[src/sv/cascaded_segment_byte_fifo_macros.svh]
// assertion macros shared by the fifo rtl
`ifndef CASCADED_SEGMENT_BYTE_FIFO_MACROS_SVH
`define CASCADED_SEGMENT_BYTE_FIFO_MACROS_SVH

`ifndef ASSERT_OFF
`define CSBF_ASSERT_IMPL(label, clk, rst_n, ante, cons) \
    label: assert property (@(posedge clk) disable iff (!rst_n) (ante) |-> (cons)) \
        else $error("csbf assertion failed");
`define CSBF_ASSERT_NEXT(label, clk, rst_n, ante, cons) \
    label: assert property (@(posedge clk) disable iff (!rst_n) (ante) |=> (cons)) \
        else $error("csbf assertion failed");
`else
`define CSBF_ASSERT_IMPL(label, clk, rst_n, ante, cons)
`define CSBF_ASSERT_NEXT(label, clk, rst_n, ante, cons)
`endif

`endif

[src/sv/csbf_ram.sv]
module csbf_ram #(
    parameter int WIDTH = 8,
    parameter int DEPTH = 256
) (
    input  logic                     clk,
    input  logic                     we,
    input  logic [$clog2(DEPTH)-1:0] waddr,
    input  logic [WIDTH-1:0]         wdata,
    input  logic                     re,
    input  logic [$clog2(DEPTH)-1:0] raddr,
    output logic [WIDTH-1:0]         rdata
);

    logic [WIDTH-1:0] mem [DEPTH];
    logic [WIDTH-1:0] rdata_reg;

    always_ff @(posedge clk)
    begin
        if (we)
        begin
            mem[waddr] <= wdata;
        end
        if (re)
        begin
            rdata_reg <= mem[raddr];
        end
    end

    assign rdata = rdata_reg;

endmodule

[config.mk]
export PLATFORM = sky130hd
export DESIGN_NAME = csbf_ram
export DESIGN_NICKNAME = d
export VERILOG_FILES = /design/src/sv/cascaded_segment_byte_fifo_macros.svh /design/src/sv/csbf_ram.sv
export SDC_FILE = /design/constraint.sdc
export NUM_CORES = 2
export LEC_CHECK = 0
export ABC_AREA = 1
export BUFFER_PORTS_ARGS = -buffer_cell sky130_fd_sc_hd__buf_2
export CAP_MARGIN = 20
export CORE_UTILIZATION = 55
export DETAILED_ROUTE_END_ITERATION = 7
export PLACE_DENSITY = 0.71
export RECOVER_POWER = 50
export SKIP_LAST_GASP = 1
export SLEW_MARGIN = 20
export SYNTH_ARGS = -nofsm -noshare
export SYNTH_HDL_FRONTEND = slang
export SYNTH_SLANG_ARGS = --single-unit
export TNS_END_PERCENT = 5
[constraint.sdc]
create_clock -name clk -period 2 [get_ports clk]
set_input_delay 0.1 -clock clk [delete_from_list [all_inputs] [get_ports clk]]
set_output_delay 0.1 -clock clk [all_outputs]
set_load 0.1 [all_outputs]
==> results.yml <==
synth:
  postSynth.asyncResetShare_pct: 0
  post-synth-top-count-cell: "sky130_fd_sc_hd__nand2_1"
  synthesis.area_sq_um: 83500
  yosys-top-cells-count: "sky130_fd_sc_hd__nand2_1, sky130_fd_sc_hd__edfxtp_1, sky130_fd_sc_hd__nand3_1"
  yosys.cell_types.count: 13
  ys_dominant_reg_cell: "sky130_fd_sc_hd__edfxtp_1"
  netlist.area_leader.share_pct: 74.0
  syn_inst: 7003
  synth_sequential_area_ratio_pct: 74.0
  synth_largest_area_cell: "sky130_fd_sc_hd__edfxtp_1"
  ys_seq_elements: 2056
  avgSynthCellArea_sq_um: 11.9
  synthTopCellsByArea: "sky130_fd_sc_hd__edfxtp_1, sky130_fd_sc_hd__nand3_1, sky130_fd_sc_hd__nand2_1"
  post_synth_edffs: 2056
  number_of_nets_in_the_synthesized_netlist: 7030
  ys.warnings.count: 0
cells_and_area:
  fillCellCount: 11000
  syn_to_final_growth_pct: 15.7
  post_layout_nonfiller_instances: 9648
  final_nets: 7486
  final_design_area_no_fill_sq_um: 96600
  layout-drive-gt1-share_pct: 11.5
  largest_register_ff_count: 2048
clock_network:
  tritoncts: "yes"
  cts.reportedPaths.clkPinSlew_ps: 60
  ctsHtreeMaxLevel: 4
  cts_sinks: 2056
  cts_setup_buffers: 0
  tritoncts.num_buffers: 201
  clock_tree_root_driver_cell: "sky130_fd_sc_hd__clkbuf_16"
  cts-root-to-sink-buffers: 3
  insertion_delay_ps: 850
setup_path:
  critical_path.most_common_cell: "sky130_fd_sc_hd__clkbuf_1"
  timing.critical_path.arrival_ps: 2500
  cp_slowest_cell: "sky130_fd_sc_hd__clkbuf_1"
  timing.critical_path.cells: "clkbuf_1, nand2_1, clkbuf_2, nor2_1, clkbuf_1"
  timing.critical_path.required_ps: 2460
  slowest_delay_ps: 820
  timing_worst_setup_path_type: "input port to flip-flop"
  startpoint_type: "input port"
  cp_max_fo: 20
  critical_path.n_buffers_inverters: 3
  critPathCaptureType: "flip-flop"
  worst_path_dominant_cell_family: "buffers and inverters"
power:
  p_leak_nw: 34.4
  max-vdd-ir-drop_mv: 0.996
  power_density_nw_per_um2: 942
drt:
  drt-total-wl_microns: 233000
  detail_route.drc_violations: 0
  detail_route.wl_per_cell_microns: 24.2
  antenna_left: 0
  dr.pass1.iters: 7
  first_iter_violations: 7968
  via_count: 57800
  drt-vias-per-instance: 5.99
timing:
  clock_period_minus_final_worst_setup_slack_ps: 2040
  slew_viol_final: 161
  max_clk_rate_mhz: 490
  maxSlewHeadroom_pct: -39.1
  fin_ws_ps: -42.6
  setup_viol: 51
  timing.final.crit_share_pct: 102
  rsz0062_at_grt: "true"
  hold_violations: 0
  fin_skew_ps: 37.9
  tightestPinTransition_ps: 2090
placed_design:
  detailed_place_hpwl_microns: 146000
  dp.cells: 9262
  place_congestion: 0.930
  placed_area_sq_um: 90800
  buffer_ports.inserted: 34
floorplan:
  die_w_microns: 392
  design.portCount: 35
  initial_utilization_pct: 55.5
  floorplan.die.height_microns: 392
  core_area_sq_um: 150000
  placementRows: 142
  fp.dieArea_sq_um: 153000
flow_run:
  max_cap_viol_count: 3
outcome:
  violations: "max-capacitance violations, max-slew violations, negative setup slack"
  outcome: "finished with violations"
grt:
  grt_antenna_before_repair: 11
  grt_pass1_wl_microns: 347000
  grt_total_usage_pct: 30.6
  largest_net_degree_at_the_start_of_global_routing: 81
  first_global_vias: 55200
  globalRoute.totalOverflow: 0
hold_path:
  hold_class: "input port to flip-flop"
==> worst min-delay path: cells and delay by family <==
kind	cells	cell delay (ps)
AND/OR/NAND/NOR	5	390
buffers and inverters	2	290
==> per-layer routing <==
| layer | part of all wire [%] | vias up | track usage (%) |
|---|---|---|---|
| li1 | - | 25800 | - |
| met1 | 38 | 27900 | 42.5 |
| met2 | 46 | 3555 | 47.5 |
| met3 | 12 | 545 | 5.91 |
| met4 | 4.4 | 8 | 12.7 |
| met5 | 0.043 | - | 0 |
==> cell usage in the layout, fill, tap and decap left out, drive strengths merged <==
master       netlist  layout
nor2             283     283
inv               39      45
clkbuf           112     416
buf              371     558
dlygate4sd3        0      10
bufinv             0      18
nand3           2019    2019
edfxtp          2056    2056
diode              0       4
clkinv             0      96
nand2           2123    2123
clkinvlp           0       4
==> through the flow <==
stage	utilization, %	TNS, ps	setup WS, ps	hold WS [ps]	total power [mW]
floorplan	-	0	409	199	51.5
global placement	60.4	-3130	-516	437	54.6
detailed placement	60.4	-3250	-542	436	54.7
CTS	64.8	-33.8	-32.2	21.5	91.1
global route	64.2	-568	-38.0	78.1	93.1
finish	64.2	-816	-42.6	71.2	90.9
==> timing repair <==
action                                  in CTS  in global routing
resized for setup                            1                  3
endpoints found under the setup margin       3                  5
hold buffers                                10                  0
hold endpoints to repair                  1724                  0
==> cells by family after synthesis <==
family / synth area share [%]
flip-flops: 74.0
AND/OR/NAND/NOR: 22.9
buffers and inverters: 3.12
==> power breakdown <==
part           switching [mW]  internal, mW
clock network            16.0          21.1
logic                    4.45          1.84
registers              0.0428          47.5
total                    20.5          70.4
==> worst paths after layout <==
check | from | slack [ps] | depth (start not counted) | to
max | we | -40 | 5 | mem[191][0]$_DFFE_PP_
min | raddr[5] | 70 | 7 | rdata[7]$_DFFE_PP_
max reg2reg | mem[185][7]$_DFFE_PP_ | 0 | 10 | rdata[7]$_DFFE_PP_
min reg2reg | mem[78][3]$_DFFE_PP_ | 1110 | 10 | rdata[3]$_DFFE_PP_
==> cell type report <==
type | instances | area, sq um | share of cell area (%)
clock buffer | 248 | 5290 | 5.48
multi-input combinational | 4425 | 19200 | 19.8
timing repair buffer | 736 | 6510 | 6.74
sequential | 2056 | 61700 | 63.9
tap | 2016 | 2520 | 2.61
clock inverter | 124 | 1150 | 1.19
antenna | 4 | 10.0 | 0.0104
inverter | 39 | 180 | 0.187
(Power assumes the default switching activity.)
